### src/hdl/rfig_pkg.sv
// Shared types, constants and functions of the RTTY FSK IQ generator.
// Holds the ITA2 code tables, state machine types and the interfaces between blocks.
// No dependencies.
package rfig_pkg;

    localparam int ENTRY_W     = 21;
    localparam int LEN_W       = 20;
    localparam int STAGE_DEPTH = 24;

    // Item kinds on the input channel.
    localparam logic [1:0] KIND_CHAR  = 2'd0;
    localparam logic [1:0] KIND_TICK  = 2'd1;
    localparam logic [1:0] KIND_FLUSH = 2'd2;
    localparam logic [1:0] KIND_NONE  = 2'd3;

    // Configuration register indexes.
    localparam logic [2:0] CFG_SPB        = 3'd0;
    localparam logic [2:0] CFG_RAMP_LEN   = 3'd1;
    localparam logic [2:0] CFG_RAMP_SCALE = 3'd2;
    localparam logic [2:0] CFG_PREAMBLE   = 3'd3;
    localparam logic [2:0] CFG_TAIL       = 3'd4;
    localparam logic [2:0] CFG_PHASE_STEP = 3'd5;

    // ITA2 control codes.
    localparam logic [4:0] CODE_FIGS = 5'h1B;
    localparam logic [4:0] CODE_LTRS = 5'h1F;
    localparam logic [4:0] CODE_SP   = 5'h04;
    localparam logic [4:0] CODE_LF   = 5'h02;

    localparam logic [7:0] ASC_NUL   = 8'd0;
    localparam logic [7:0] ASC_TAB   = 8'd9;
    localparam logic [7:0] ASC_LF    = 8'd10;
    localparam logic [7:0] ASC_SPACE = 8'd32;

    localparam logic [31:0] ONE_Q30  = 32'h4000_0000;
    localparam logic [31:0] POLY_C0  = 32'd172273;
    localparam logic [31:0] QUARTER  = 32'h4000_0000;

    typedef enum logic [2:0] {
        ST_IDLE, ST_CHR, ST_TRD, ST_TLOAD, ST_TUPD, ST_TSYN, ST_FIN
    } t_top_st;

    typedef enum logic [2:0] {
        FR_IDLE, FR_CODE, FR_BIT, FR_END1, FR_END2, FR_CHECK, FR_WRITE, FR_DONE
    } t_frm_st;

    typedef enum logic [3:0] {
        SY_IDLE, SY_PREP, SY_SQ, SY_POLY, SY_FIN, SY_ENV, SY_MAG, SY_AMP, SY_DONE
    } t_syn_st;

    typedef enum logic [1:0] {PASS_ENV, PASS_I, PASS_Q} t_pass;

    typedef struct packed {
        logic                en;
        logic [ENTRY_W-1:0]  data;
    } t_seg_wr;

    typedef struct packed {
        logic done;
        logic accepted;
    } t_frm_res;

    typedef struct packed {
        logic [1:0] n;
        logic [4:0] c0;
        logic [4:0] c1;
        logic       figs;
    } t_enc;

    function automatic logic [31:0] poly_coef(input logic [1:0] k);
        logic [31:0] c;
        begin
            unique case (k)
                2'd0: c = 32'd5026993;
                2'd1: c = 32'd85569306;
                2'd2: c = 32'd693598668;
                2'd3: c = 32'd1686629713;
            endcase
            return c;
        end
    endfunction

    // Returns {found, index} for the letters shift.
    function automatic logic [5:0] letter_lookup(input logic [7:0] c);
        logic [5:0] r;
        begin
            unique case (c)
                "E": r = {1'b1, 5'd1};   "A": r = {1'b1, 5'd3};
                "S": r = {1'b1, 5'd5};   "I": r = {1'b1, 5'd6};
                "U": r = {1'b1, 5'd7};   "D": r = {1'b1, 5'd9};
                "R": r = {1'b1, 5'd10};  "J": r = {1'b1, 5'd11};
                "N": r = {1'b1, 5'd12};  "F": r = {1'b1, 5'd13};
                "C": r = {1'b1, 5'd14};  "K": r = {1'b1, 5'd15};
                "T": r = {1'b1, 5'd16};  "Z": r = {1'b1, 5'd17};
                "L": r = {1'b1, 5'd18};  "W": r = {1'b1, 5'd19};
                "H": r = {1'b1, 5'd20};  "Y": r = {1'b1, 5'd21};
                "P": r = {1'b1, 5'd22};  "Q": r = {1'b1, 5'd23};
                "O": r = {1'b1, 5'd24};  "B": r = {1'b1, 5'd25};
                "G": r = {1'b1, 5'd26};  "M": r = {1'b1, 5'd28};
                "X": r = {1'b1, 5'd29};  "V": r = {1'b1, 5'd30};
                default: r = 6'd0;
            endcase
            return r;
        end
    endfunction

    // Returns {found, index} for the figures shift.
    function automatic logic [5:0] figure_lookup(input logic [7:0] c);
        logic [5:0] r;
        begin
            unique case (c)
                "3":   r = {1'b1, 5'd1};   "-":   r = {1'b1, 5'd3};
                "8":   r = {1'b1, 5'd6};   "7":   r = {1'b1, 5'd7};
                "$":   r = {1'b1, 5'd9};   "4":   r = {1'b1, 5'd10};
                8'h27: r = {1'b1, 5'd11};  ",":   r = {1'b1, 5'd12};
                "!":   r = {1'b1, 5'd13};  ":":   r = {1'b1, 5'd14};
                "(":   r = {1'b1, 5'd15};  "5":   r = {1'b1, 5'd16};
                8'h22: r = {1'b1, 5'd17};  ")":   r = {1'b1, 5'd18};
                "2":   r = {1'b1, 5'd19};  "#":   r = {1'b1, 5'd20};
                "6":   r = {1'b1, 5'd21};  "0":   r = {1'b1, 5'd22};
                "1":   r = {1'b1, 5'd23};  "9":   r = {1'b1, 5'd24};
                "?":   r = {1'b1, 5'd25};  "&":   r = {1'b1, 5'd26};
                ".":   r = {1'b1, 5'd28};  "/":   r = {1'b1, 5'd29};
                ";":   r = {1'b1, 5'd30};
                default: r = 6'd0;
            endcase
            return r;
        end
    endfunction

    // Maps one ASCII byte to up to two ITA2 codes against the current shift.
    function automatic t_enc ita2_encode(input logic [7:0] ch, input logic figs);
        t_enc       e;
        logic [7:0] c;
        logic [5:0] l;
        logic [5:0] f;
        begin
            c = ch;
            if (c >= 8'h61 && c <= 8'h7A) begin
                c = c - 8'd32;
            end
            if (c == ASC_TAB) begin
                c = ASC_SPACE;
            end
            l = letter_lookup(c);
            f = figure_lookup(c);
            e = '0;
            e.figs = figs;
            priority if (c == ASC_SPACE) begin
                e.n = 2'd1; e.c0 = CODE_SP; e.figs = 1'b0;
            end else if (c == ASC_LF) begin
                e.n = 2'd1; e.c0 = CODE_LF;
            end else if (c == ASC_NUL) begin
                e.n = 2'd0;
            end else if (l[5]) begin
                if (figs) begin
                    e.n = 2'd2; e.c0 = CODE_LTRS; e.c1 = l[4:0]; e.figs = 1'b0;
                end else begin
                    e.n = 2'd1; e.c0 = l[4:0];
                end
            end else if (f[5]) begin
                if (!figs) begin
                    e.n = 2'd2; e.c0 = CODE_FIGS; e.c1 = f[4:0]; e.figs = 1'b1;
                end else begin
                    e.n = 2'd1; e.c0 = f[4:0];
                end
            end else begin
                e.n = 2'd0;
            end
            return e;
        end
    endfunction

endpackage

### src/hdl/rfig_synth.sv
// Sample synthesizer: key envelope and carrier I/Q through one shared multiplier.
// Evaluates the odd quarter-wave polynomial step by step. Depends on rfig_pkg.
module rfig_synth #(
    parameter int SAMPLE_WIDTH    = 16,
    parameter int SINE_TABLE_BITS = 10
) (
    input  logic                           i_clk,
    input  logic                           i_rst_n,
    input  logic                           i_start,
    input  logic [15:0]                    i_ramp_pos,
    input  logic [15:0]                    i_ramp_len,
    input  logic [15:0]                    i_ramp_scale,
    input  logic [31:0]                    i_phase,
    output logic                           o_done,
    output logic signed [SAMPLE_WIDTH-1:0] o_i_sample,
    output logic signed [SAMPLE_WIDTH-1:0] o_q_sample
);

    localparam int LOWB = 32 - SINE_TABLE_BITS;
    localparam logic [31:0] AMP = 32'((64'd1 << (SAMPLE_WIDTH - 1)) - 64'd1);

    rfig_pkg::t_syn_st r_st, n_st;
    rfig_pkg::t_pass   r_pass;

    logic [1:0]  r_k;
    logic [30:0] r_z;
    logic [30:0] r_z2;
    logic [31:0] r_r;
    logic [30:0] r_env;
    logic        r_neg;

    logic [31:0] ph;
    logic [30:0] zraw;
    logic [30:0] zph;
    logic [31:0] mul_a;
    logic [31:0] mul_b;
    logic [63:0] prod;
    logic [31:0] psh;
    logic [16:0] f_env;
    logic [63:0] rnd;
    logic [33:0] v;
    logic [SAMPLE_WIDTH-1:0] vmag;
    logic [SAMPLE_WIDTH-1:0] smp;

    assign ph   = (r_pass == rfig_pkg::PASS_I) ? (i_phase + rfig_pkg::QUARTER) : i_phase;
    assign zraw = {1'b0, ph[29:LOWB], {LOWB{1'b0}}};
    assign zph  = ph[30] ? (rfig_pkg::ONE_Q30[30:0] - zraw) : zraw;

    always_comb begin
        mul_a = 32'd0;
        mul_b = 32'd0;
        unique case (r_st)
            rfig_pkg::SY_PREP: begin
                mul_a = {16'd0, i_ramp_pos};
                mul_b = {16'd0, i_ramp_scale};
            end
            rfig_pkg::SY_SQ:   begin mul_a = {1'b0, r_z};  mul_b = {1'b0, r_z}; end
            rfig_pkg::SY_POLY: begin mul_a = {1'b0, r_z2}; mul_b = r_r; end
            rfig_pkg::SY_FIN:  begin mul_a = {1'b0, r_z};  mul_b = r_r; end
            rfig_pkg::SY_ENV:  begin mul_a = r_r;          mul_b = r_r; end
            rfig_pkg::SY_MAG:  begin mul_a = {1'b0, r_env}; mul_b = r_r; end
            rfig_pkg::SY_AMP:  begin mul_a = r_r;          mul_b = AMP; end
            default:           begin mul_a = 32'd0;        mul_b = 32'd0; end
        endcase
    end

    assign prod = {32'd0, mul_a} * {32'd0, mul_b};
    assign psh  = prod[61:30];

    // Ramp fraction in Q16: full scale at or past the ramp end.
    assign f_env = (i_ramp_pos < i_ramp_len) ?
                   ((prod > 64'd65536) ? 17'h10000 : prod[16:0]) : 17'h10000;

    assign rnd  = prod + 64'h2000_0000;
    assign v    = rnd[63:30];
    assign vmag = (v > {2'b00, AMP}) ? AMP[SAMPLE_WIDTH-1:0] : v[SAMPLE_WIDTH-1:0];
    assign smp  = r_neg ? (~vmag + 1'b1) : vmag;

    always_comb begin
        n_st = r_st;
        unique case (r_st)
            rfig_pkg::SY_IDLE: begin
                if (i_start) begin
                    n_st = rfig_pkg::SY_PREP;
                end
            end
            rfig_pkg::SY_PREP: n_st = rfig_pkg::SY_SQ;
            rfig_pkg::SY_SQ:   n_st = rfig_pkg::SY_POLY;
            rfig_pkg::SY_POLY: begin
                if (r_k == 2'd3) begin
                    n_st = rfig_pkg::SY_FIN;
                end
            end
            rfig_pkg::SY_FIN: begin
                n_st = (r_pass == rfig_pkg::PASS_ENV) ? rfig_pkg::SY_ENV : rfig_pkg::SY_MAG;
            end
            rfig_pkg::SY_ENV: n_st = rfig_pkg::SY_PREP;
            rfig_pkg::SY_MAG: n_st = rfig_pkg::SY_AMP;
            rfig_pkg::SY_AMP: begin
                n_st = (r_pass == rfig_pkg::PASS_I) ? rfig_pkg::SY_PREP : rfig_pkg::SY_DONE;
            end
            rfig_pkg::SY_DONE: n_st = rfig_pkg::SY_IDLE;
            default: n_st = rfig_pkg::SY_IDLE;
        endcase
    end

    assign o_done = (r_st == rfig_pkg::SY_DONE);

    always_ff @(posedge i_clk) begin
        if (!i_rst_n) begin
            r_st   <= rfig_pkg::SY_IDLE;
            r_pass <= rfig_pkg::PASS_ENV;
        end else begin
            r_st <= n_st;
            unique case (r_st)
                rfig_pkg::SY_IDLE: begin
                    r_pass <= rfig_pkg::PASS_ENV;
                end
                rfig_pkg::SY_PREP: begin
                    if (r_pass == rfig_pkg::PASS_ENV) begin
                        r_z   <= {f_env, 14'd0};
                        r_neg <= 1'b0;
                    end else begin
                        r_z   <= zph;
                        r_neg <= ph[31];
                    end
                end
                rfig_pkg::SY_SQ: begin
                    r_z2 <= psh[30:0];
                    r_r  <= rfig_pkg::POLY_C0;
                    r_k  <= 2'd0;
                end
                rfig_pkg::SY_POLY: begin
                    r_r <= rfig_pkg::poly_coef(r_k) - psh;
                    r_k <= r_k + 2'd1;
                end
                rfig_pkg::SY_FIN: begin
                    r_r <= (psh > rfig_pkg::ONE_Q30) ? rfig_pkg::ONE_Q30 : psh;
                end
                rfig_pkg::SY_ENV: begin
                    r_env  <= (i_ramp_pos == 16'd0) ? 31'd0 : psh[30:0];
                    r_pass <= rfig_pkg::PASS_I;
                end
                rfig_pkg::SY_MAG: begin
                    r_r <= psh;
                end
                rfig_pkg::SY_AMP: begin
                    if (r_pass == rfig_pkg::PASS_I) begin
                        o_i_sample <= smp;
                        r_pass     <= rfig_pkg::PASS_Q;
                    end else begin
                        o_q_sample <= smp;
                    end
                end
                default: begin
                    r_pass <= r_pass;
                end
            endcase
        end
    end

endmodule

### config.mk
export PLATFORM = sky130hd
export DESIGN_NAME = rfig_synth
export DESIGN_NICKNAME = d
export VERILOG_FILES = /design/src/hdl/rfig_pkg.sv /design/src/hdl/rfig_synth.sv
export SDC_FILE = /design/constraint.sdc
export NUM_CORES = 2
export LEC_CHECK = 0
export BUFFER_PORTS_ARGS = -buffer_cell sky130_fd_sc_hd__buf_2
export CORE_MARGIN = 4
export CORE_UTILIZATION = 40
export DETAILED_ROUTE_END_ITERATION = 10
export GPL_TIMING_DRIVEN = 0
export PLACE_DENSITY = 0.55
export SLEW_MARGIN = 10
export SYNTH_ARGS = -nofsm -noshare
export SYNTH_HDL_FRONTEND = slang
export SYNTH_SLANG_ARGS = --single-unit
export TNS_END_PERCENT = 30
### constraint.sdc
create_clock -name i_clk -period 12.75 [get_ports i_clk]
set_input_delay 0.6375 -clock i_clk [delete_from_list [all_inputs] [get_ports i_clk]]
set_output_delay 0.6375 -clock i_clk [all_outputs]
set_load 0.01 [all_outputs]
==> summary.txt <==
Global route
  – Overall Global Routing Usage: 0.330
  – Pin count of the biggest net entering global routing: 32
  – Total gr overflow: 0
  – Vias in the first global route: approximately 38000
  – First-pass GRT wire length: 268 mm
  – Number of antenna violations at the first check in global routing: 6

Hold path
  – HP Class: in -> reg

STA
  – Max-slew violation total from the final report: 0
  – Clk_skew: 0.0151 ns
  – Least-Margin Pin Slew: between 0.9 and 1 ns
  – Top achievable clock speed: a little under 80 MHz
  – Period utilisation layout: 0.990
  – Final worst slack: 0.134 ns
  – RSZ-0062 raised after global routing: true
  – Slew headroom: 0.397
  – Min Tclk post-route: 12.62 ns
  – Endpoints failing setup: 0
  – Hold Fails Final Rpt: 0

Yosys
  – Synth area leaders: fa_1 (42%), edfxtp_1 (10%), ha_1 (9.1%), inv_1 (8.7%), nand2_1 (6.2%)
  – Post-synth top area share: 0.419
  – Sequential share of the synthesized area: 0.105
  – Async set-reset flop share out of synthesis: 0
  – EDFF count, synth: about 150
  – Leading area contributor after synthesis: fa_1
  – Most common cell in the netlist: inv_1
  – Ys flop type: edfxtp_1
  – Syn Std Cell Area: 0.0428 mm2
  – #FFs+latches synth: 152
  – Syn Inst Count: 4884
  – Mean Syn Cell Area: 8.77 um2
  – Top post-synthesis cells by count: inv_1 (996), fa_1 (897), nand2_1 (712)
  – Unique masters post-synth: between 90 and 100
  – YS warnings: 0
  – Syn_nets: 6176

Clocking
  – Clk_lat worst skew: 0.44 ns
  – CTS root buffer: clkbuf_16
  – TritonCTS Sinks: 152
  – CTS tree: yes
  – CTS buffer count: 17
  – Maximum buffer depth of the clock tree: 2
  – H-Tree Depth: 4
  – Clock edge transition at the registers on the reported setup and hold paths: 0.08 ns

Worst setup path
  – CP endpoint kind: flop
  – Crit path DAT: 12.78 ns
  – Max incr delay on CP: 0.61 ns
  – Buffers plus inverters on the worst setup path: 13
  – Worst path required time: ~13 ns
  – CP startpoint kind: flop
  – Cell family with most CP delay: adder cells
  – Critical path type: reg -> reg
  – CP max stage cell: fa_2
  – CP Max Fanout: 10
  – Most frequent CP cell: fa_1

Floorplanning
  – Die Width: 335 um
  – Top Ports: 116
  – FP Rows: 119
  – DIE HEIGHT: between 300 and 400 um
  – Core Area: 0.106 mm2
  – Total Die Area: 0.112 mm2
  – Starting density of the core: 0.405

Detailed routing
  – DRT iter0 DRCs: 4223
  – Routed length per placed instance: between 20 and 30 um
  – Final ANT Viol Nets: 0
  – WL final: 186 mm
  – # DRC: 0
  – DR vias: 37600
  – Pre-antenna DRT Iters: 5
  – Via density: 5.68

Power
  – PwrDens: 211 mW/mm2
  – Max VDD drop: 223 uV
  – Final total power: 0.0108 W
  – Leak: 24.0 nW

Cells and area
  – Post-route design area: a little over 0.05 mm2
  – Filler cell count: about 10000
  – Post-route insts no fill: 6623
  – Nets: 6507
  – Share of layout cells above drive strength 1: 0.179
  – Multi-input logic area: between 0.03 and 0.04 mm2
  – FF/Latch Area: 0.00452 mm2
  – Layout area overhead: 19.5%

Placed design
  – Placed wire-length estimate: ~150 mm
  – Placement Cell Area: approximately 0.045 mm2
  – Placed cells: roughly 6400
  – DP Worst Slack: -4.26 ns
  – Port Buffers: 93
  – GP Congestion: approximately 1.0

Run
  – Max cap viols: 0

Outcome
  – Status: completed
[cell usage in the layout (no fill, tap or decap), types with 14 or more instances in the layout]
master / instances
nand3_1: 35
and3_1: 21
and2_1: 14
o21ai_0: 43
a21o_1: 50
xnor2_1: 57
a21oi_1: 83
buf_12: 33
ha_4: 16
xor2_1: 28
nor2_1: 603
a221oi_4: 14
a22oi_2: 32
clkbuf_4: 30
fa_1: 875
nand4_1: 44
nor2_2: 18
nor3_1: 40
o21a_1: 19
clkbuf_1: 32
buf_6: 44
buf_8: 26
clkbuf_16: 24
nand2_2: 21
o22ai_1: 38
clkbuf_8: 30
inv_1: 983
edfxtp_1: 146
clkbuf_2: 35
o211ai_1: 16
ha_1: 291
fa_2: 22
a22oi_1: 14
buf_4: 226
buf_2: 99
nand2_1: 685
o21bai_1: 16
[path summary, 6_finish.rpt]
check,startpoint,to,slack (ns),depth (start not counted)
setup reg to reg,r_st[2],o_q_sample[14],0.13,49
hold reg to reg,r_k[0],r_k[0],0.63,1
hold / removal,i_phase[31],r_neg,0.53,2
setup / recovery,r_st[2],o_q_sample[14],0.13,49
[timing repair]
item / CTS / global route
buffers inserted: 129 / 112
hold buffers: 0 / 0
cloned: 1 / 5
resized for setup: 597 / 393
setup endpoints to repair: 123 / 23
pin swaps: 91 / 158
[report_power, final]
part | switching, W | internal (W) | leakage, nW | total [W]
registers | 0.0000467 | 0.000702 | 1.39 | 0.000748
logic | 0.00605 | 0.00351 | 22.3 | 0.00956
clock network | 0.000248 | 0.000265 | 0.287 | 0.000514
[flip-flops by register name (all words and copies together) (netlist names)]
signal	flops
r_z	17
r_st	4
r_r	32
r_k	2
o_i_sample	16
o_q_sample	16
r_z2	31
r_neg	1
r_env	31
r_pass	2
[area by class of cell]
| class | count | area share |
|---|---|---|
| diodes | 4 | 0.000195 |
| repair buffers | 351 | 0.0552 |
| plain buffers | 214 | 0.0406 |
| inverters | 1002 | 0.0739 |
| well taps | 1391 | 0.0340 |
| multi-input cells | 3477 | 0.696 |
| clock inverters | 15 | 0.00340 |
| clock buffers | 17 | 0.00831 |
| flip-flops and latches | 152 | 0.0882 |
[through the flow]
stage	hold slack [ns]	TNS [ns]	utilization
global route	0.529	-0.196	0.484
CTS	0.502	0	0.462
finish	0.532	0	0.484
floorplan	0.585	0	-
global placement	0.614	-367.63	0.426
detailed placement	0.631	-240.69	0.429
[routing by layer]
metal,up-vias,track usage,wire (um)
met4,4,0.161,12700
met1,19200,0.461,74700
met2,2128,0.494,78700
met3,445,0.0642,19700
met5,-,0,27
li1,15800,-,-
[cell families after synthesis]
kind of cell	synth area share
buf+inv	0.111
compound gates	0.0847
xor+xnor	0.0221
fa+ha+maj	0.510
flops	0.105
simple gates	0.164
mux	0.00295
(Power assumes the default switching activity.)
