<file path="config.mk">
export PLATFORM = sky130hd
export DESIGN_NAME = rfig_seg_mem
export DESIGN_NICKNAME = d
export VERILOG_FILES = /design/src/hdl/rfig_pkg.sv /design/src/hdl/rfig_seg_mem.sv
export SDC_FILE = /design/constraint.sdc
export NUM_CORES = 1
export LEC_CHECK = 0
export BUFFER_PORTS_ARGS = -buffer_cell sky130_fd_sc_hd__buf_4
export CAP_MARGIN = 5
export CORE_MARGIN = 2
export CORE_UTILIZATION = 28
export DETAILED_ROUTE_END_ITERATION = 16
export HOLD_SLACK_MARGIN = 0.03
export PLACE_DENSITY = 0.39
export SYNTH_ARGS = -nofsm -noshare
export SYNTH_HDL_FRONTEND = slang
export SYNTH_SLANG_ARGS = --single-unit
</file>
<file path="constraint.sdc">
create_clock -name i_clk -period 4.2 [get_ports i_clk]
set_clock_uncertainty 0.15 [all_clocks]
set_input_delay 0.84 -clock i_clk [delete_from_list [all_inputs] [get_ports i_clk]]
set_output_delay 0.84 -clock i_clk [all_outputs]
set_load 0.05 [all_outputs]
</file>
<file path="src/hdl/rfig_pkg.sv">
// Shared types, constants and functions of the RTTY FSK IQ generator.
// Holds the ITA2 code tables, state machine types and the interfaces between blocks.
// No dependencies.
package rfig_pkg;

    localparam int ENTRY_W     = 21;
    localparam int LEN_W       = 20;
    localparam int STAGE_DEPTH = 24;

    // Item kinds on the input channel.
    localparam logic [1:0] KIND_CHAR  = 2'd0;
    localparam logic [1:0] KIND_TICK  = 2'd1;
    localparam logic [1:0] KIND_FLUSH = 2'd2;
    localparam logic [1:0] KIND_NONE  = 2'd3;

    // Configuration register indexes.
    localparam logic [2:0] CFG_SPB        = 3'd0;
    localparam logic [2:0] CFG_RAMP_LEN   = 3'd1;
    localparam logic [2:0] CFG_RAMP_SCALE = 3'd2;
    localparam logic [2:0] CFG_PREAMBLE   = 3'd3;
    localparam logic [2:0] CFG_TAIL       = 3'd4;
    localparam logic [2:0] CFG_PHASE_STEP = 3'd5;

    // ITA2 control codes.
    localparam logic [4:0] CODE_FIGS = 5'h1B;
    localparam logic [4:0] CODE_LTRS = 5'h1F;
    localparam logic [4:0] CODE_SP   = 5'h04;
    localparam logic [4:0] CODE_LF   = 5'h02;

    localparam logic [7:0] ASC_NUL   = 8'd0;
    localparam logic [7:0] ASC_TAB   = 8'd9;
    localparam logic [7:0] ASC_LF    = 8'd10;
    localparam logic [7:0] ASC_SPACE = 8'd32;

    localparam logic [31:0] ONE_Q30  = 32'h4000_0000;
    localparam logic [31:0] POLY_C0  = 32'd172273;
    localparam logic [31:0] QUARTER  = 32'h4000_0000;

    typedef enum logic [2:0] {
        ST_IDLE, ST_CHR, ST_TRD, ST_TLOAD, ST_TUPD, ST_TSYN, ST_FIN
    } t_top_st;

    typedef enum logic [2:0] {
        FR_IDLE, FR_CODE, FR_BIT, FR_END1, FR_END2, FR_CHECK, FR_WRITE, FR_DONE
    } t_frm_st;

    typedef enum logic [3:0] {
        SY_IDLE, SY_PREP, SY_SQ, SY_POLY, SY_FIN, SY_ENV, SY_MAG, SY_AMP, SY_DONE
    } t_syn_st;

    typedef enum logic [1:0] {PASS_ENV, PASS_I, PASS_Q} t_pass;

    typedef struct packed {
        logic                en;
        logic [ENTRY_W-1:0]  data;
    } t_seg_wr;

    typedef struct packed {
        logic done;
        logic accepted;
    } t_frm_res;

    typedef struct packed {
        logic [1:0] n;
        logic [4:0] c0;
        logic [4:0] c1;
        logic       figs;
    } t_enc;

    function automatic logic [31:0] poly_coef(input logic [1:0] k);
        logic [31:0] c;
        begin
            unique case (k)
                2'd0: c = 32'd5026993;
                2'd1: c = 32'd85569306;
                2'd2: c = 32'd693598668;
                2'd3: c = 32'd1686629713;
            endcase
            return c;
        end
    endfunction

    // Returns {found, index} for the letters shift.
    function automatic logic [5:0] letter_lookup(input logic [7:0] c);
        logic [5:0] r;
        begin
            unique case (c)
                "E": r = {1'b1, 5'd1};   "A": r = {1'b1, 5'd3};
                "S": r = {1'b1, 5'd5};   "I": r = {1'b1, 5'd6};
                "U": r = {1'b1, 5'd7};   "D": r = {1'b1, 5'd9};
                "R": r = {1'b1, 5'd10};  "J": r = {1'b1, 5'd11};
                "N": r = {1'b1, 5'd12};  "F": r = {1'b1, 5'd13};
                "C": r = {1'b1, 5'd14};  "K": r = {1'b1, 5'd15};
                "T": r = {1'b1, 5'd16};  "Z": r = {1'b1, 5'd17};
                "L": r = {1'b1, 5'd18};  "W": r = {1'b1, 5'd19};
                "H": r = {1'b1, 5'd20};  "Y": r = {1'b1, 5'd21};
                "P": r = {1'b1, 5'd22};  "Q": r = {1'b1, 5'd23};
                "O": r = {1'b1, 5'd24};  "B": r = {1'b1, 5'd25};
                "G": r = {1'b1, 5'd26};  "M": r = {1'b1, 5'd28};
                "X": r = {1'b1, 5'd29};  "V": r = {1'b1, 5'd30};
                default: r = 6'd0;
            endcase
            return r;
        end
    endfunction

    // Returns {found, index} for the figures shift.
    function automatic logic [5:0] figure_lookup(input logic [7:0] c);
        logic [5:0] r;
        begin
            unique case (c)
                "3":   r = {1'b1, 5'd1};   "-":   r = {1'b1, 5'd3};
                "8":   r = {1'b1, 5'd6};   "7":   r = {1'b1, 5'd7};
                "$":   r = {1'b1, 5'd9};   "4":   r = {1'b1, 5'd10};
                8'h27: r = {1'b1, 5'd11};  ",":   r = {1'b1, 5'd12};
                "!":   r = {1'b1, 5'd13};  ":":   r = {1'b1, 5'd14};
                "(":   r = {1'b1, 5'd15};  "5":   r = {1'b1, 5'd16};
                8'h22: r = {1'b1, 5'd17};  ")":   r = {1'b1, 5'd18};
                "2":   r = {1'b1, 5'd19};  "#":   r = {1'b1, 5'd20};
                "6":   r = {1'b1, 5'd21};  "0":   r = {1'b1, 5'd22};
                "1":   r = {1'b1, 5'd23};  "9":   r = {1'b1, 5'd24};
                "?":   r = {1'b1, 5'd25};  "&":   r = {1'b1, 5'd26};
                ".":   r = {1'b1, 5'd28};  "/":   r = {1'b1, 5'd29};
                ";":   r = {1'b1, 5'd30};
                default: r = 6'd0;
            endcase
            return r;
        end
    endfunction

    // Maps one ASCII byte to up to two ITA2 codes against the current shift.
    function automatic t_enc ita2_encode(input logic [7:0] ch, input logic figs);
        t_enc       e;
        logic [7:0] c;
        logic [5:0] l;
        logic [5:0] f;
        begin
            c = ch;
            if (c >= 8'h61 && c <= 8'h7A) begin
                c = c - 8'd32;
            end
            if (c == ASC_TAB) begin
                c = ASC_SPACE;
            end
            l = letter_lookup(c);
            f = figure_lookup(c);
            e = '0;
            e.figs = figs;
            priority if (c == ASC_SPACE) begin
                e.n = 2'd1; e.c0 = CODE_SP; e.figs = 1'b0;
            end else if (c == ASC_LF) begin
                e.n = 2'd1; e.c0 = CODE_LF;
            end else if (c == ASC_NUL) begin
                e.n = 2'd0;
            end else if (l[5]) begin
                if (figs) begin
                    e.n = 2'd2; e.c0 = CODE_LTRS; e.c1 = l[4:0]; e.figs = 1'b0;
                end else begin
                    e.n = 2'd1; e.c0 = l[4:0];
                end
            end else if (f[5]) begin
                if (!figs) begin
                    e.n = 2'd2; e.c0 = CODE_FIGS; e.c1 = f[4:0]; e.figs = 1'b1;
                end else begin
                    e.n = 2'd1; e.c0 = f[4:0];
                end
            end else begin
                e.n = 2'd0;
            end
            return e;
        end
    endfunction

endpackage

</file>
<file path="src/hdl/rfig_seg_mem.sv">
// Segment queue storage: one write port, one read port with registered data.
// Depends on rfig_pkg for the entry width.
module rfig_seg_mem #(
    parameter int FIFO_DEPTH = 64
) (
    input  logic                              i_clk,
    input  logic                              i_we,
    input  logic [$clog2(FIFO_DEPTH)-1:0]     i_waddr,
    input  logic [rfig_pkg::ENTRY_W-1:0]      i_wdata,
    input  logic                              i_re,
    input  logic [$clog2(FIFO_DEPTH)-1:0]     i_raddr,
    output logic [rfig_pkg::ENTRY_W-1:0]      o_rdata
);

    logic [rfig_pkg::ENTRY_W-1:0] r_mem [FIFO_DEPTH];

    always_ff @(posedge i_clk) begin
        if (i_we) begin
            r_mem[i_waddr] <= i_wdata;
        end
    end

    always_ff @(posedge i_clk) begin
        if (i_re) begin
            o_rdata <= r_mem[i_raddr];
        end
    end

endmodule

</file>
==> flow_summary.ini, run 1 <==
[drt]
via_per_inst = 4.79
post_drt_wl_per_cell_um = 30.1
drc = 0
wl_um = 153000
drt_iter0_drc = 1995
ant_nets = 0
route.vias.total = 24300
dr.pass1.iters = 7

[power_and_ir_drop]
p_switching_w = 0.00645
internal_power_w = 0.0233
pwr-share-comb_pct = 5.3
power.leakage_nw = 18.9
power_density_mw_per_mm2 = 484
sw_frac_of_total_pct = 21.7
seq_power_share_pct = 51.0
clkPwrFrac_pct = 43.7
power_w = 0.0297
peakVddDrop_mv = 0.347

[sta]
rsz0062_at_grt = no
fin_crit_sh_pct = 81.8
tightest_slew_ns = 1.08
fmax_ghz = 0.291
maxSlewHeadroom_pct = 27.5
slew_violations = 0
fin_crit_ns = 3.44
setup_viol = 0
fin_hold_ws_ns = 0.410
worst_slack_ns = 0.763
hold_violations = 0

[critical_path]
crit_required_ns = 4.51
cp-start-kind = primary input
path_max_fanout = 14
crit_type = in -> reg
endpoint_kind = register
crit_arrival_ns = 3.74

[placement]
dpl.cell_count = 4787
numPortBuffers = 56
place_ws_ns = -0.228
place.gp.congestion = 0.744
dp_hpwl_um = 88900

[layout]
final_cell_mix = edfxtp_1, mux4_2, buf_4, clkbuf_16, nor2_2
fin_nets = 2497
syn2layout_area_growth_pct = 18.3
final_common_cell = edfxtp_1
layout-drive-gt1-share_pct = 33.8
finalNonFillerCells = 5066

[floorplanning]
start_util_pct = 28.1
rows = 158
die_y_um = 435
core_mm2 = 0.185
dieArea_mm2 = 0.189
die_w_um = 435
ios = 57

[logic_synthesis]
synth_xor_area_share_pct = 0
syn_nets = 2226
synth_top_family_by_area = multiplexers
synth.avg_cell_area_um2 = 23.7
synth.distinct_cells = 34
async_flop_share_pct = 0
synth_edf_count = 1365
synth_fa_ha_area_share_pct = 0
syn_inst = 2190
ys_warn_count = 0
muxShareOfSynthArea_pct = 16.6
netlist_area_mm2 = 0.0519
yosys.area_share.simple_pct = 1.46
ys.flop_type = edfxtp_1
synth_seq_cells = 1365
ys_seq_area_share_pct = 78.9
synth_compound_area_share_pct = 1.87

[run_status]
outcome = finished, final reports clean

[grt]
grt_usage_pct = 16.3
grt_pass1_wl_um = 212000
grt_max_degree = 65
grt_pass1_vias = 25900
grt-ovfl-total = 0
antenna_found_initial = 11

[clock_network]
cts_inserted_buffers = 152
path_clk_slew_ns = 0.06
clockBufferDepth = 3
cts.sinks = 1365
clk_latency_ns = 0.78
h-tree-depth = 4
cts_tree = yes
ctsResizeCount = 0
root_buffer = clkbuf_16
cts_hold_buf = 0
post_cts_buffers = 0

[flow_run]
cap_violations = 0

[worst_hold_path]
hp-class = in -> reg
==> worst max-delay path, stage by stage <==
cell     delay, ns
buf_8         0.21
buf_12        0.21
buf_4         0.29
mux4_2        0.56
mux4_2        0.55
o21ai_0       0.73
o31ai_1       0.30
==> final timing paths <==
path | slack (ns) | from | endpoint | cells after the start
worst max-delay path | 0.76 | i_raddr[0] | o_rdata[20] | 7
worst min register to register | 0.86 | r_mem[47][18] | o_rdata[18] | 3
worst max register to register | 1.30 | r_mem[54][20] | o_rdata[20] | 4
worst min-delay path | 0.41 | i_re | o_rdata[16] | 1
==> registers in the layout, summed over array words and instances (netlist names) <==
| register | cells |
|---|---|
| o_rdata | 21 |
| r_mem | 1344 |
==> power groups by stage <==
stage | Sequential [W] | Clock (W) | Combinational [W]
CTS | 0.0152 | 0.0134 | 0.00164
floorplan | 0.0155 | 0 | 0.000724
detailed placement | 0.0154 | 0 | 0.00163
finish | 0.0152 | 0.0130 | 0.00158
global placement | 0.0154 | 0 | 0.00161
global route | 0.0152 | 0.0139 | 0.00168
==> layer usage <==
layer  up-vias  track usage [%]  share of wire (%)
li1      10000                -                  -
met1     13600             22.4                 45
met2       535             27.1                 49
met3       183             2.52                3.8
met4         2             4.25                2.1
met5         -                0             0.0085
==> per-stage QoR <==
step | util, % | cell area, um^2 | setup TNS, ns
floorplan | - | 51900 | 0
global placement | 30.6 | 56600 | -0.210
detailed placement | 30.6 | 56600 | -0.233
CTS | 33.2 | 61400 | 0
global route | 33.2 | 61400 | 0
finish | 33.2 | 61400 | 0
==> synthesized netlist by cell type, drive strengths merged (2+ instances only) <==
library cell  instances  area share (%)
a21oi                14            0.13
o221ai               34            0.57
a211oi               14            0.20
mux4                356              15
nor3                  3           0.029
edfxtp             1365              79
nand2                16            0.12
clkbuf               53            0.38
nand4                 3           0.036
o21ai                23            0.22
nor2                 73            0.53
a22oi                16            0.23
and2                  2           0.024
mux2                  6            0.13
nor2b                25            0.30
buf                  65            0.80
nand3b                6           0.087
o31ai                20            0.29
mux2i                51            0.98
o22ai                18            0.22
nand2b                6           0.072
nand3                 9           0.087
or4                   6           0.087
==> logic make-up after synthesis <==
kind of cell,count (synthesis)
flip-flops,1365
multiplexers,413
AND/OR/NAND/NOR,155
AO/OA/AOI/OAI,139
buffers and inverters,118
==> layout make-up <==
class	count	area, um^2
Fill cell	17300	123000
Sequential cell	1365	41000
Multi-Input combinational cell	707	10500
Clock buffer	183	3980
Tap cell	2480	3100
Timing Repair Buffer	235	2000
Clock inverter	88	827
Antenna cell	8	20.0
(Power assumes the default switching activity.)
==> run 2, diff against run 1 <==
--- a/config.mk
+++ b/config.mk
@@ -5,6 +5,7 @@
 export SDC_FILE = /design/constraint.sdc
 export NUM_CORES = 1
 export LEC_CHECK = 0
+export ABC_AREA = 1
 export BUFFER_PORTS_ARGS = -buffer_cell sky130_fd_sc_hd__buf_4
 export CAP_MARGIN = 5
 export CORE_MARGIN = 2
==> constraint.sdc (replaced) <==
create_clock -name i_clk -period 3.4 [get_ports i_clk]
set_clock_uncertainty 0.15 [all_clocks]
set_input_delay 0.68 -clock i_clk [delete_from_list [all_inputs] [get_ports i_clk]]
set_output_delay 0.68 -clock i_clk [all_outputs]
set_load 0.05 [all_outputs]
==> flow_summary.ini, run 2 <==
[run_status]
outcome = finished, final reports clean

[power_and_ir_drop]
clkPwrFrac_pct = 42.9
p_switching_w = 0.00887
seq_power_share_pct = 50.1
power_w = 0.0374
internal_power_w = 0.0285
power.leakage_nw = 22.9
sw_frac_of_total_pct = 23.7
peakVddDrop_mv = 0.309
pwr-share-comb_pct = 7.0
power_density_mw_per_mm2 = 578

[layout]
top_register = r_mem
ff_latch_area_mm2 = 0.0410
n_fill_cell = 19500
largest_reg_flops = 1344
final_area_mm2 = 0.0647
syn2layout_area_growth_pct = 17.7
fin_nets = 4775
final_cell_mix = nand2_1, edfxtp_1, nand3_1, buf_4, clkbuf_16
reg_top3 = r_mem (1344), o_rdata (21)
layout-drive-gt1-share_pct = 11.2
multi_input_area_mm2 = 0.0126
final_common_cell = nand2_1

[placement]
numPortBuffers = 56
dp_hpwl_um = 103000
place_ws_ns = -0.0114
placed_area_mm2 = 0.0599
place.gp.congestion = 0.756

[sta]
fmax_ghz = 0.381
fin_hold_ws_ns = 0.268
setup_viol = 0
fin_crit_sh_pct = 77.1
rsz0062_at_grt = no
maxSlewHeadroom_pct = 24.4
fin_crit_ns = 2.62
tightest_slew_ns = 1.13
slew_violations = 0
worst_slack_ns = 0.778
hold_violations = 0

[logic_synthesis]
ys_top_cells_by_count = nand2_1, edfxtp_1, nand3_1
async_flop_share_pct = 0
synth.distinct_cells = 16
syn_nets = 4623
synth_edf_count = 1365
synth_most_common_cell = nand2_1
ys_seq_area_share_pct = 74.6
synth_top_cell_area_share_pct = 74.6
ys_warn_count = 0
syn_inst = 4587
synth_largest_area_cell = edfxtp_1
synth.avg_cell_area_um2 = 12.0
ys.flop_type = edfxtp_1
synth_seq_cells = 1365
ys_top_cells_by_area = edfxtp_1, nand2_1, nand3_1
netlist_area_mm2 = 0.0550

[clock_network]
clockBufferDepth = 3
cts_hold_buf = 0
cts_inserted_buffers = 158
cts.sinks = 1365
post_cts_buffers = 0
h-tree-depth = 4
root_buffer = clkbuf_16
cts_tree = yes
clk_latency_ns = 0.80
ctsResizeCount = 0
path_clk_slew_ns = 0.06

[floorplanning]
dieArea_mm2 = 0.200
core_mm2 = 0.195
start_util_pct = 28.2
rows = 162
ios = 57
die_w_um = 447
die_y_um = 447

[drt]
drt_iter0_drc = 3323
wl_um = 187000
route.vias.total = 35700
drc = 0
post_drt_wl_per_cell_um = 25.0
ant_nets = 0
via_per_inst = 4.76
dr.pass1.iters = 5

[critical_path]
crit_type = in -> reg
crit_required_ns = 3.76
endpoint_kind = register
crit_arrival_ns = 2.98
path_max_fanout = 70
cp-start-kind = primary input

[grt]
grt_pass1_vias = 34700
grt_usage_pct = 18.6
grt_max_degree = 82
grt_pass1_wl_um = 266000
grt-ovfl-total = 0
antenna_found_initial = 13

[worst_hold_path]
hp-class = in -> reg

[flow_run]
cap_violations = 0
-- run 2: changes by cell type in the layout (fill, tap and decap cells not counted), sizes merged, moves of 20 or more --
cell	before	now
buf	235	286
clkbuf	183	211
mux2i	51	0
mux4	356	0
nand2	16	1701
nand3	9	1141
nor2b	25	0
o21ai	23	0
o221ai	34	0
o31ai	20	0
-- run 2: layer usage --
layer	share of wire (%)	up-vias	global-route usage (%)
li1	-	16500	-
met1	47	18200	26.4
met2	47	772	29.6
met3	4.2	199	2.69
met4	2.4	0	5.28
met5	0	-	0
-- run 2: power by group through the flow --
stage,combinational [W],sequential (W),clock [W]
2_1_floorplan,0.00119,0.0191,0
3_3_place_gp,0.00266,0.0191,0
3_5_place_dp,0.00265,0.0191,0
4_1_cts,0.00266,0.0187,0.0165
5_1_grt,0.00284,0.0187,0.0171
6_report,0.00261,0.0187,0.0160
-- run 2: critical path: stages --
cell,delay (ns)
buf_8,0.21
inv_16,0.19
buf_12,0.23
buf_12,0.17
nand2_1,0.06
nand3_1,0.06
nand3_1,0.10
nand2_1,0.14
nand2_1,0.13
nand3_1,0.31
nand3_1,0.50
nand2_1,0.10
-- run 2: cell families after synthesis --
kind of cell | count (synthesis) | synth area share [%]
flops | 1365 | 74.6
buf+inv | 307 | 2.86
simple gates | 2915 | 22.6
-- run 2: through the flow --
stage          cells  setup TNS [ns]  util, %
2_1_floorplan   4587          -80.06        -
6_report        7486               0     33.2
3_5_place_dp    7203         -0.0165     30.7
5_1_grt         7482               0     33.2
3_3_place_gp    7203         -0.0283     30.7
4_1_cts         7481               0     33.2
-- run 2: area by class of cell --
| cell class | count | share of cell area (%) |
|---|---|---|
| Antenna cell | 5 | 0.0193 |
| Timing Repair Buffer | 287 | 4.54 |
| Inverter | 12 | 0.122 |
| Clock buffer | 210 | 6.58 |
| Multi-Input combinational cell | 2915 | 19.5 |
| Tap cell | 2624 | 5.08 |
| Sequential cell | 1365 | 63.4 |
| Clock inverter | 68 | 0.803 |
-- run 2: final timing paths --
kind / start / end / slack, ns / cells past startpoint
worst max-delay path: i_raddr[0] / o_rdata[20] / 0.78 / 12
worst min-delay path: i_re / o_rdata[17] / 0.27 / 1
worst max register to register: r_mem[59][20] / o_rdata[20] / 1.18 / 8
worst min register to register: r_mem[32][13] / o_rdata[13] / 0.73 / 8
