===== src/hdl/rfig_pkg.sv =====
// Shared types, constants and functions of the RTTY FSK IQ generator.
// Holds the ITA2 code tables, state machine types and the interfaces between blocks.
// No dependencies.
package rfig_pkg;

    localparam int ENTRY_W     = 21;
    localparam int LEN_W       = 20;
    localparam int STAGE_DEPTH = 24;

    // Item kinds on the input channel.
    localparam logic [1:0] KIND_CHAR  = 2'd0;
    localparam logic [1:0] KIND_TICK  = 2'd1;
    localparam logic [1:0] KIND_FLUSH = 2'd2;
    localparam logic [1:0] KIND_NONE  = 2'd3;

    // Configuration register indexes.
    localparam logic [2:0] CFG_SPB        = 3'd0;
    localparam logic [2:0] CFG_RAMP_LEN   = 3'd1;
    localparam logic [2:0] CFG_RAMP_SCALE = 3'd2;
    localparam logic [2:0] CFG_PREAMBLE   = 3'd3;
    localparam logic [2:0] CFG_TAIL       = 3'd4;
    localparam logic [2:0] CFG_PHASE_STEP = 3'd5;

    // ITA2 control codes.
    localparam logic [4:0] CODE_FIGS = 5'h1B;
    localparam logic [4:0] CODE_LTRS = 5'h1F;
    localparam logic [4:0] CODE_SP   = 5'h04;
    localparam logic [4:0] CODE_LF   = 5'h02;

    localparam logic [7:0] ASC_NUL   = 8'd0;
    localparam logic [7:0] ASC_TAB   = 8'd9;
    localparam logic [7:0] ASC_LF    = 8'd10;
    localparam logic [7:0] ASC_SPACE = 8'd32;

    localparam logic [31:0] ONE_Q30  = 32'h4000_0000;
    localparam logic [31:0] POLY_C0  = 32'd172273;
    localparam logic [31:0] QUARTER  = 32'h4000_0000;

    typedef enum logic [2:0] {
        ST_IDLE, ST_CHR, ST_TRD, ST_TLOAD, ST_TUPD, ST_TSYN, ST_FIN
    } t_top_st;

    typedef enum logic [2:0] {
        FR_IDLE, FR_CODE, FR_BIT, FR_END1, FR_END2, FR_CHECK, FR_WRITE, FR_DONE
    } t_frm_st;

    typedef enum logic [3:0] {
        SY_IDLE, SY_PREP, SY_SQ, SY_POLY, SY_FIN, SY_ENV, SY_MAG, SY_AMP, SY_DONE
    } t_syn_st;

    typedef enum logic [1:0] {PASS_ENV, PASS_I, PASS_Q} t_pass;

    typedef struct packed {
        logic                en;
        logic [ENTRY_W-1:0]  data;
    } t_seg_wr;

    typedef struct packed {
        logic done;
        logic accepted;
    } t_frm_res;

    typedef struct packed {
        logic [1:0] n;
        logic [4:0] c0;
        logic [4:0] c1;
        logic       figs;
    } t_enc;

    function automatic logic [31:0] poly_coef(input logic [1:0] k);
        logic [31:0] c;
        begin
            unique case (k)
                2'd0: c = 32'd5026993;
                2'd1: c = 32'd85569306;
                2'd2: c = 32'd693598668;
                2'd3: c = 32'd1686629713;
            endcase
            return c;
        end
    endfunction

    // Returns {found, index} for the letters shift.
    function automatic logic [5:0] letter_lookup(input logic [7:0] c);
        logic [5:0] r;
        begin
            unique case (c)
                "E": r = {1'b1, 5'd1};   "A": r = {1'b1, 5'd3};
                "S": r = {1'b1, 5'd5};   "I": r = {1'b1, 5'd6};
                "U": r = {1'b1, 5'd7};   "D": r = {1'b1, 5'd9};
                "R": r = {1'b1, 5'd10};  "J": r = {1'b1, 5'd11};
                "N": r = {1'b1, 5'd12};  "F": r = {1'b1, 5'd13};
                "C": r = {1'b1, 5'd14};  "K": r = {1'b1, 5'd15};
                "T": r = {1'b1, 5'd16};  "Z": r = {1'b1, 5'd17};
                "L": r = {1'b1, 5'd18};  "W": r = {1'b1, 5'd19};
                "H": r = {1'b1, 5'd20};  "Y": r = {1'b1, 5'd21};
                "P": r = {1'b1, 5'd22};  "Q": r = {1'b1, 5'd23};
                "O": r = {1'b1, 5'd24};  "B": r = {1'b1, 5'd25};
                "G": r = {1'b1, 5'd26};  "M": r = {1'b1, 5'd28};
                "X": r = {1'b1, 5'd29};  "V": r = {1'b1, 5'd30};
                default: r = 6'd0;
            endcase
            return r;
        end
    endfunction

    // Returns {found, index} for the figures shift.
    function automatic logic [5:0] figure_lookup(input logic [7:0] c);
        logic [5:0] r;
        begin
            unique case (c)
                "3":   r = {1'b1, 5'd1};   "-":   r = {1'b1, 5'd3};
                "8":   r = {1'b1, 5'd6};   "7":   r = {1'b1, 5'd7};
                "$":   r = {1'b1, 5'd9};   "4":   r = {1'b1, 5'd10};
                8'h27: r = {1'b1, 5'd11};  ",":   r = {1'b1, 5'd12};
                "!":   r = {1'b1, 5'd13};  ":":   r = {1'b1, 5'd14};
                "(":   r = {1'b1, 5'd15};  "5":   r = {1'b1, 5'd16};
                8'h22: r = {1'b1, 5'd17};  ")":   r = {1'b1, 5'd18};
                "2":   r = {1'b1, 5'd19};  "#":   r = {1'b1, 5'd20};
                "6":   r = {1'b1, 5'd21};  "0":   r = {1'b1, 5'd22};
                "1":   r = {1'b1, 5'd23};  "9":   r = {1'b1, 5'd24};
                "?":   r = {1'b1, 5'd25};  "&":   r = {1'b1, 5'd26};
                ".":   r = {1'b1, 5'd28};  "/":   r = {1'b1, 5'd29};
                ";":   r = {1'b1, 5'd30};
                default: r = 6'd0;
            endcase
            return r;
        end
    endfunction

    // Maps one ASCII byte to up to two ITA2 codes against the current shift.
    function automatic t_enc ita2_encode(input logic [7:0] ch, input logic figs);
        t_enc       e;
        logic [7:0] c;
        logic [5:0] l;
        logic [5:0] f;
        begin
            c = ch;
            if (c >= 8'h61 && c <= 8'h7A) begin
                c = c - 8'd32;
            end
            if (c == ASC_TAB) begin
                c = ASC_SPACE;
            end
            l = letter_lookup(c);
            f = figure_lookup(c);
            e = '0;
            e.figs = figs;
            priority if (c == ASC_SPACE) begin
                e.n = 2'd1; e.c0 = CODE_SP; e.figs = 1'b0;
            end else if (c == ASC_LF) begin
                e.n = 2'd1; e.c0 = CODE_LF;
            end else if (c == ASC_NUL) begin
                e.n = 2'd0;
            end else if (l[5]) begin
                if (figs) begin
                    e.n = 2'd2; e.c0 = CODE_LTRS; e.c1 = l[4:0]; e.figs = 1'b0;
                end else begin
                    e.n = 2'd1; e.c0 = l[4:0];
                end
            end else if (f[5]) begin
                if (!figs) begin
                    e.n = 2'd2; e.c0 = CODE_FIGS; e.c1 = f[4:0]; e.figs = 1'b1;
                end else begin
                    e.n = 2'd1; e.c0 = f[4:0];
                end
            end else begin
                e.n = 2'd0;
            end
            return e;
        end
    endfunction

endpackage


===== src/hdl/rfig_framer.sv =====
// Character framer: ITA2 encoding with shift tracking, run staging and queue writes.
// Depends on rfig_pkg; writes into the segment queue through a t_seg_wr port.
module rfig_framer #(
    parameter int FIFO_DEPTH = 64
) (
    input  logic                               i_clk,
    input  logic                               i_rst_n,
    input  logic                               i_start,
    input  logic [7:0]                         i_char,
    input  logic                               i_idle,
    input  logic                               i_flush,
    input  logic [28:0]                        i_spb,
    input  logic [19:0]                        i_preamble,
    input  logic [$clog2(FIFO_DEPTH+1)-1:0]    i_count,
    output rfig_pkg::t_seg_wr                  o_wr,
    output rfig_pkg::t_frm_res                 o_res
);

    localparam int CW = $clog2(FIFO_DEPTH + 1);

    rfig_pkg::t_frm_st r_st, n_st;

    logic                         r_shift;
    logic                         r_figs_new;
    logic [15:0]                  r_frac;
    logic [15:0]                  r_sfrac;
    logic [4:0]                   r_codes [3];
    logic [1:0]                   r_nc;
    logic [1:0]                   r_ci;
    logic                         r_tone;
    logic [3:0]                   r_h;
    logic [2:0]                   r_b;
    logic [rfig_pkg::ENTRY_W-1:0] r_stage [rfig_pkg::STAGE_DEPTH];
    logic [4:0]                   r_sn;
    logic [4:0]                   r_wi;
    logic                         r_acc;

    rfig_pkg::t_enc enc;
    logic           figs0;
    logic           is_ws;
    logic           reject;
    logic [4:0]     cur_code;
    logic           bit_m;
    logic           e_do;
    logic           e_tone;
    logic [3:0]     e_h;
    logic [32:0]    prod;
    logic [32:0]    want;
    logic           last_code;
    logic [CW:0]    free_slots;
    logic           fits;

    assign figs0  = i_idle ? 1'b0 : r_shift;
    assign enc    = rfig_pkg::ita2_encode(i_char, figs0);
    assign is_ws  = (i_char == rfig_pkg::ASC_SPACE) || (i_char == rfig_pkg::ASC_TAB) ||
                    (i_char == rfig_pkg::ASC_LF);
    assign reject = (i_idle && is_ws) || (enc.n == 2'd0);

    assign cur_code  = r_codes[r_ci];
    assign bit_m     = cur_code[r_b];
    assign last_code = (r_ci == r_nc - 2'd1);

    assign free_slots = (CW + 1)'(FIFO_DEPTH) - {1'b0, i_count};
    assign fits       = free_slots >= (CW + 1)'(r_sn);

    // Run emission for the current framing step.
    always_comb begin
        e_do   = 1'b0;
        e_tone = r_tone;
        e_h    = r_h;
        unique case (r_st)
            rfig_pkg::FR_BIT: begin
                e_do = (bit_m != r_tone);
            end
            rfig_pkg::FR_END1: begin
                e_do = 1'b1;
                e_h  = r_tone ? (r_h + 4'd3) : r_h;
            end
            rfig_pkg::FR_END2: begin
                e_do   = 1'b1;
                e_tone = 1'b1;
                e_h    = 4'd3;
            end
            default: begin
                e_do = 1'b0;
            end
        endcase
    end

    // The fraction is carried in a staging copy and committed only when the
    // character is written to the queue.
    assign prod = {29'd0, e_h} * {4'd0, i_spb};
    assign want = {1'b0, prod[32:1]} + {17'd0, r_sfrac};

    always_comb begin
        n_st = r_st;
        unique case (r_st)
            rfig_pkg::FR_IDLE: begin
                if (i_start) begin
                    n_st = reject ? rfig_pkg::FR_DONE : rfig_pkg::FR_CODE;
                end
            end
            rfig_pkg::FR_CODE: n_st = rfig_pkg::FR_BIT;
            rfig_pkg::FR_BIT: begin
                if (r_b == 3'd4) begin
                    n_st = rfig_pkg::FR_END1;
                end
            end
            rfig_pkg::FR_END1: begin
                if (!r_tone) begin
                    n_st = rfig_pkg::FR_END2;
                end else begin
                    n_st = last_code ? rfig_pkg::FR_CHECK : rfig_pkg::FR_CODE;
                end
            end
            rfig_pkg::FR_END2: n_st = last_code ? rfig_pkg::FR_CHECK : rfig_pkg::FR_CODE;
            rfig_pkg::FR_CHECK: n_st = fits ? rfig_pkg::FR_WRITE : rfig_pkg::FR_DONE;
            rfig_pkg::FR_WRITE: begin
                if (r_wi == r_sn - 5'd1) begin
                    n_st = rfig_pkg::FR_DONE;
                end
            end
            rfig_pkg::FR_DONE: n_st = rfig_pkg::FR_IDLE;
        endcase
    end

    always_comb begin
        o_wr.en       = (r_st == rfig_pkg::FR_WRITE);
        o_wr.data     = r_stage[r_wi];
        o_res.done     = (r_st == rfig_pkg::FR_DONE);
        o_res.accepted = r_acc;
    end

    always_ff @(posedge i_clk) begin
        if (!i_rst_n) begin
            r_st    <= rfig_pkg::FR_IDLE;
            r_shift <= 1'b0;
            r_frac  <= 16'd0;
            r_acc   <= 1'b0;
        end else begin
            r_st <= n_st;
            unique case (r_st)
                rfig_pkg::FR_IDLE: begin
                    if (i_flush) begin
                        r_frac <= 16'd0;
                    end
                    if (i_start) begin
                        r_acc      <= 1'b0;
                        r_figs_new <= enc.figs;
                        r_ci       <= 2'd0;
                        r_wi       <= 5'd0;
                        r_sfrac    <= r_frac;
                        if (i_idle) begin
                            r_codes[0] <= rfig_pkg::CODE_LTRS;
                            r_codes[1] <= enc.c0;
                            r_codes[2] <= enc.c1;
                            r_nc       <= enc.n + 2'd1;
                        end else begin
                            r_codes[0] <= enc.c0;
                            r_codes[1] <= enc.c1;
                            r_codes[2] <= enc.c1;
                            r_nc       <= enc.n;
                        end
                        // A new transmission opens with a steady mark preamble.
                        if (i_idle && (i_preamble != 20'd0)) begin
                            r_stage[0] <= {1'b1, i_preamble};
                            r_sn       <= 5'd1;
                        end else begin
                            r_sn <= 5'd0;
                        end
                    end
                end
                rfig_pkg::FR_CODE: begin
                    r_tone <= 1'b0;
                    r_h    <= 4'd2;
                    r_b    <= 3'd0;
                end
                rfig_pkg::FR_BIT, rfig_pkg::FR_END1, rfig_pkg::FR_END2: begin
                    if (r_st == rfig_pkg::FR_BIT) begin
                        r_b <= r_b + 3'd1;
                        if (bit_m == r_tone) begin
                            r_h <= r_h + 4'd2;
                        end else begin
                            r_h    <= 4'd2;
                            r_tone <= bit_m;
                        end
                    end
                    if ((r_st == rfig_pkg::FR_END2) ||
                        ((r_st == rfig_pkg::FR_END1) && r_tone)) begin
                        r_ci <= r_ci + 2'd1;
                    end
                    if (e_do) begin
                        r_sfrac <= want[15:0];
                        // Runs that round to zero samples are not queued.
                        if ((want[32:16] != 17'd0) && (r_sn < 5'(rfig_pkg::STAGE_DEPTH))) begin
                            r_stage[r_sn] <= {e_tone, 3'd0, want[32:16]};
                            r_sn          <= r_sn + 5'd1;
                        end
                    end
                end
                rfig_pkg::FR_CHECK: begin
                    r_wi <= 5'd0;
                end
                rfig_pkg::FR_WRITE: begin
                    r_wi <= r_wi + 5'd1;
                    if (r_wi == r_sn - 5'd1) begin
                        r_acc   <= 1'b1;
                        r_shift <= r_figs_new;
                        r_frac  <= r_sfrac;
                    end
                end
                rfig_pkg::FR_DONE: begin
                    r_acc <= r_acc;
                end
            endcase
        end
    end

endmodule


===== config.mk =====
export PLATFORM = sky130hd
export DESIGN_NAME = rfig_framer
export DESIGN_NICKNAME = d
export VERILOG_FILES = /design/src/hdl/rfig_pkg.sv /design/src/hdl/rfig_framer.sv
export SDC_FILE = /design/constraint.sdc
export NUM_CORES = 1
export LEC_CHECK = 0
export BUFFER_PORTS_ARGS = -buffer_cell sky130_fd_sc_hd__buf_2
export CAP_MARGIN = 30
export CORE_MARGIN = 2
export CORE_UTILIZATION = 35
export CTS_BUF_LIST = sky130_fd_sc_hd__clkbuf_4 sky130_fd_sc_hd__clkbuf_8
export DETAILED_ROUTE_END_ITERATION = 16
export GPL_ROUTABILITY_DRIVEN = 0
export GPL_TIMING_DRIVEN = 0
export SYNTH_ARGS = -nofsm -noshare
export SYNTH_HDL_FRONTEND = slang
export SYNTH_SLANG_ARGS = --single-unit

===== constraint.sdc =====
create_clock -name i_clk -period 18.7 [get_ports i_clk]
set_input_delay 1.87 -clock i_clk [delete_from_list [all_inputs] [get_ports i_clk]]
set_output_delay 1.87 -clock i_clk [all_outputs]
set_load 0.03 [all_outputs]

==> results.md <==
* Status: complete, no violations
* Slowest stage delay, CP at 0.72 ns
* Routed WL at 76950 um
* HP Class: reg -> reg
* DP Wirelength at 56420 um
* Core area at 85150 um2
* Max-cap violations at 0
* Max stage delay cell, worst path: mux2_1
* GR Util met2 at 28.60%
* Syn_nets at 2371
* Pre-Repair DR Iteration Count at 5
* Met3 Resource Use GR at 2.637%
* Kind of critical path: reg -> reg
* CP arrival at 10.53 ns
* CP bufs+invs at 7
* Row count at 107
* # DRC at 0
* Number of H-tree levels at 3
* Async set-reset flop share out of synthesis at 0%
* Setup TNS at 0 ns
* Top Usage Layer GRT: met2
* Total Routing Usage GR at 17.13%
* Die Ht at 297.0 um
* Startpoint types: flop
* Worst EP required at 18.94 ns
* Crit Path Max Fanout at 24
* Average size of a mapped cell at 13.86 um2
* Commonest non-fill, non-tap cell in the layout: edfxtp_1
* GRT Residual Overflow at 0
* Final #Nets at 2622
* Crit end category: flop
* Skew final at 0.04311 ns
* Die area at 88220 um2
* Worst-path clk slew at 0.06 ns
* Total CTS buffers at 94
* Final Max Tran Viols at 0
* TritonCTS clock tree: built
* Post_cts resized at 0
* Most frequent cells in the layout: edfxtp_1 (558), nand2_1 (175), mux4_2 (149)
* IO Port Bufs at 89
* M1 GR Usage at 23.35%
* Synth cell types at 82
* DR iter-0 viols at 1733
* Syn Inst Count at 2169
* Io pins at 93
* Post-route ant nets at 0
* Max Clk Rate at 97.21 MHz
* Post-CTS Setup Bufs at 0
* WL/cell at 21.15 um
* Final setup fails at 0
* Clk sinks at 586
* Min Tclk post-route at 10.29 ns
* PnR worst setup slack at 8.413 ns
* Final period util at 55.01%
* Seq/Total Area, Yosys at 57.62%
* Critical path's top delay family: simple AND/OR/NAND/NOR gates
* CTS Buffer Depth at 3
* Synth Register Bits at 586
* Root buffer cell: clkbuf_8
* Die Wd at 297.0 um
* Initial Utilization at 35.30%
* Hold bufs inserted after CTS at 0
* Vias per std cell at 5.343
* Unrepaired setup endpoints after global routing: no
* Worst slew pin tran at 0.9815 ns
* Area delta synth->final at 15.81%
* Post-synth design cell area at 30050 um2
* First-pass GRT wire length at 116800 um
* Largest net degree at the start of global routing at 25
* Layout cell share with drive strength beyond 1 at 20.86%
* EDFF count, synth at 558
* Slew margin rel. at 34.18%
* Syn. warnings at 0
* Vias in the first global route at 19690
* Final hold vios at 0
* Vias at 19440
* Setup Slack @ Placement at 8.614 ns
* Initial antenna violation count at 1
* Later-pin clock latency in the skew report at 0.69 ns
* Post-synth top flop: edfxtp_1
## metrics by stage
stage | util (%) | cells | cell area (um2) | hold slack, ns
after global routing | 40.87 | 3638 | 34800 | 0.4794
after global placement | 37.50 | 3402 | 31930 | 0.4378
after floorplan | - | 2169 | 30050 | 0.4322
final | 40.87 | 3639 | 34800 | 0.4539
after CTS | 40.76 | 3631 | 34700 | 0.4557
after detailed placement | 38.53 | 3462 | 32800 | 0.4473
## synth_stat cells, drive strengths merged, types with 12 or more instances
cell,number,area (um2)
a21o,24,180.2
and2,113,706.9
o21ai,91,455.4
nor2,110,412.9
edfxtp,558,16760
clkbuf,85,320.3
o211ai,12,90.09
a21oi,114,578.1
mux4,149,3356
mux2,24,270.3
nand2b,12,75.07
ha,78,975.9
xor2,21,183.9
nand2,175,656.9
a211oi,21,162.6
xnor2,54,473.0
nand4,13,81.33
nor3,51,255.2
fa,55,1101
buf,31,141.4
dfxtp,28,560.5
nor4,14,87.58
nand3,51,260.3
inv,98,367.9
mux2i,33,330.3
## cells by family after synthesis
logic type / synth area share (%)
buf+inv: 2.798
simple gates: 9.717
flops: 57.62
xor+xnor: 2.186
mux: 13.16
compound gates: 7.569
fa+ha+maj: 6.945
## flip-flops by register name, summed over array words and instances (netlist names), 3 cells and up, named ones only
signal,count
r_sfrac,16
r_codes,15
r_sn,5
r_wi,5
r_st,3
r_stage,504
r_frac,16
r_b,3
r_h,4
## cell type report
cell class,instances,area (um2)
tap,1144,1431
buffer,116,461.7
timing repair buffer,155,1276
fill,7868,50340
sequential,586,17320
clock inverter,41,320.3
antenna,2,5.005
multi-input combinational,1366,12030
inverter,101,379.1
clock buffer,128,1580
## worst reg2reg max path: cells and delay by family (launching register included)
| family | cells | cell delay [ns] |
|---|---|---|
| AO/OA/AOI/OAI | 9 | 2.45 |
| XOR/XNOR | 2 | 0.33 |
| adder cells (fa/ha/maj) | 5 | 1.59 |
| buffers and inverters | 7 | 1.59 |
| flip-flops | 1 | 0.40 |
| multiplexers | 1 | 0.72 |
| AND/OR/NAND/NOR | 9 | 2.73 |
## layer usage
| metal | wire [um] | vias up |
|---|---|---|
| met3 | 4360 | 93 |
| met2 | 37220 | 714 |
| met5 | 0 | - |
| met1 | 34070 | 9854 |
| li1 | - | 8781 |
| met4 | 1303 | 0 |
## path summary, 6_finish.rpt
kind | start | to | slack, ns | cells past startpoint
worst max-delay path | r_st[0]$_SDFFE_PN0P_ | r_stage[4][4]$_DFFE_PP_ | 8.41 | 33
worst min-delay path | r_frac[10]$_SDFFE_PN0P_ | r_frac[10]$_SDFFE_PN0P_ | 0.45 | 2
worst max register to register | r_st[0]$_SDFFE_PN0P_ | r_stage[4][4]$_DFFE_PP_ | 8.41 | 33
worst min register to register | r_frac[10]$_SDFFE_PN0P_ | r_frac[10]$_SDFFE_PN0P_ | 0.45 | 2
Power is not shown: default switching activity piles up to over one toggle a cycle in this logic, so the estimate is an artifact.
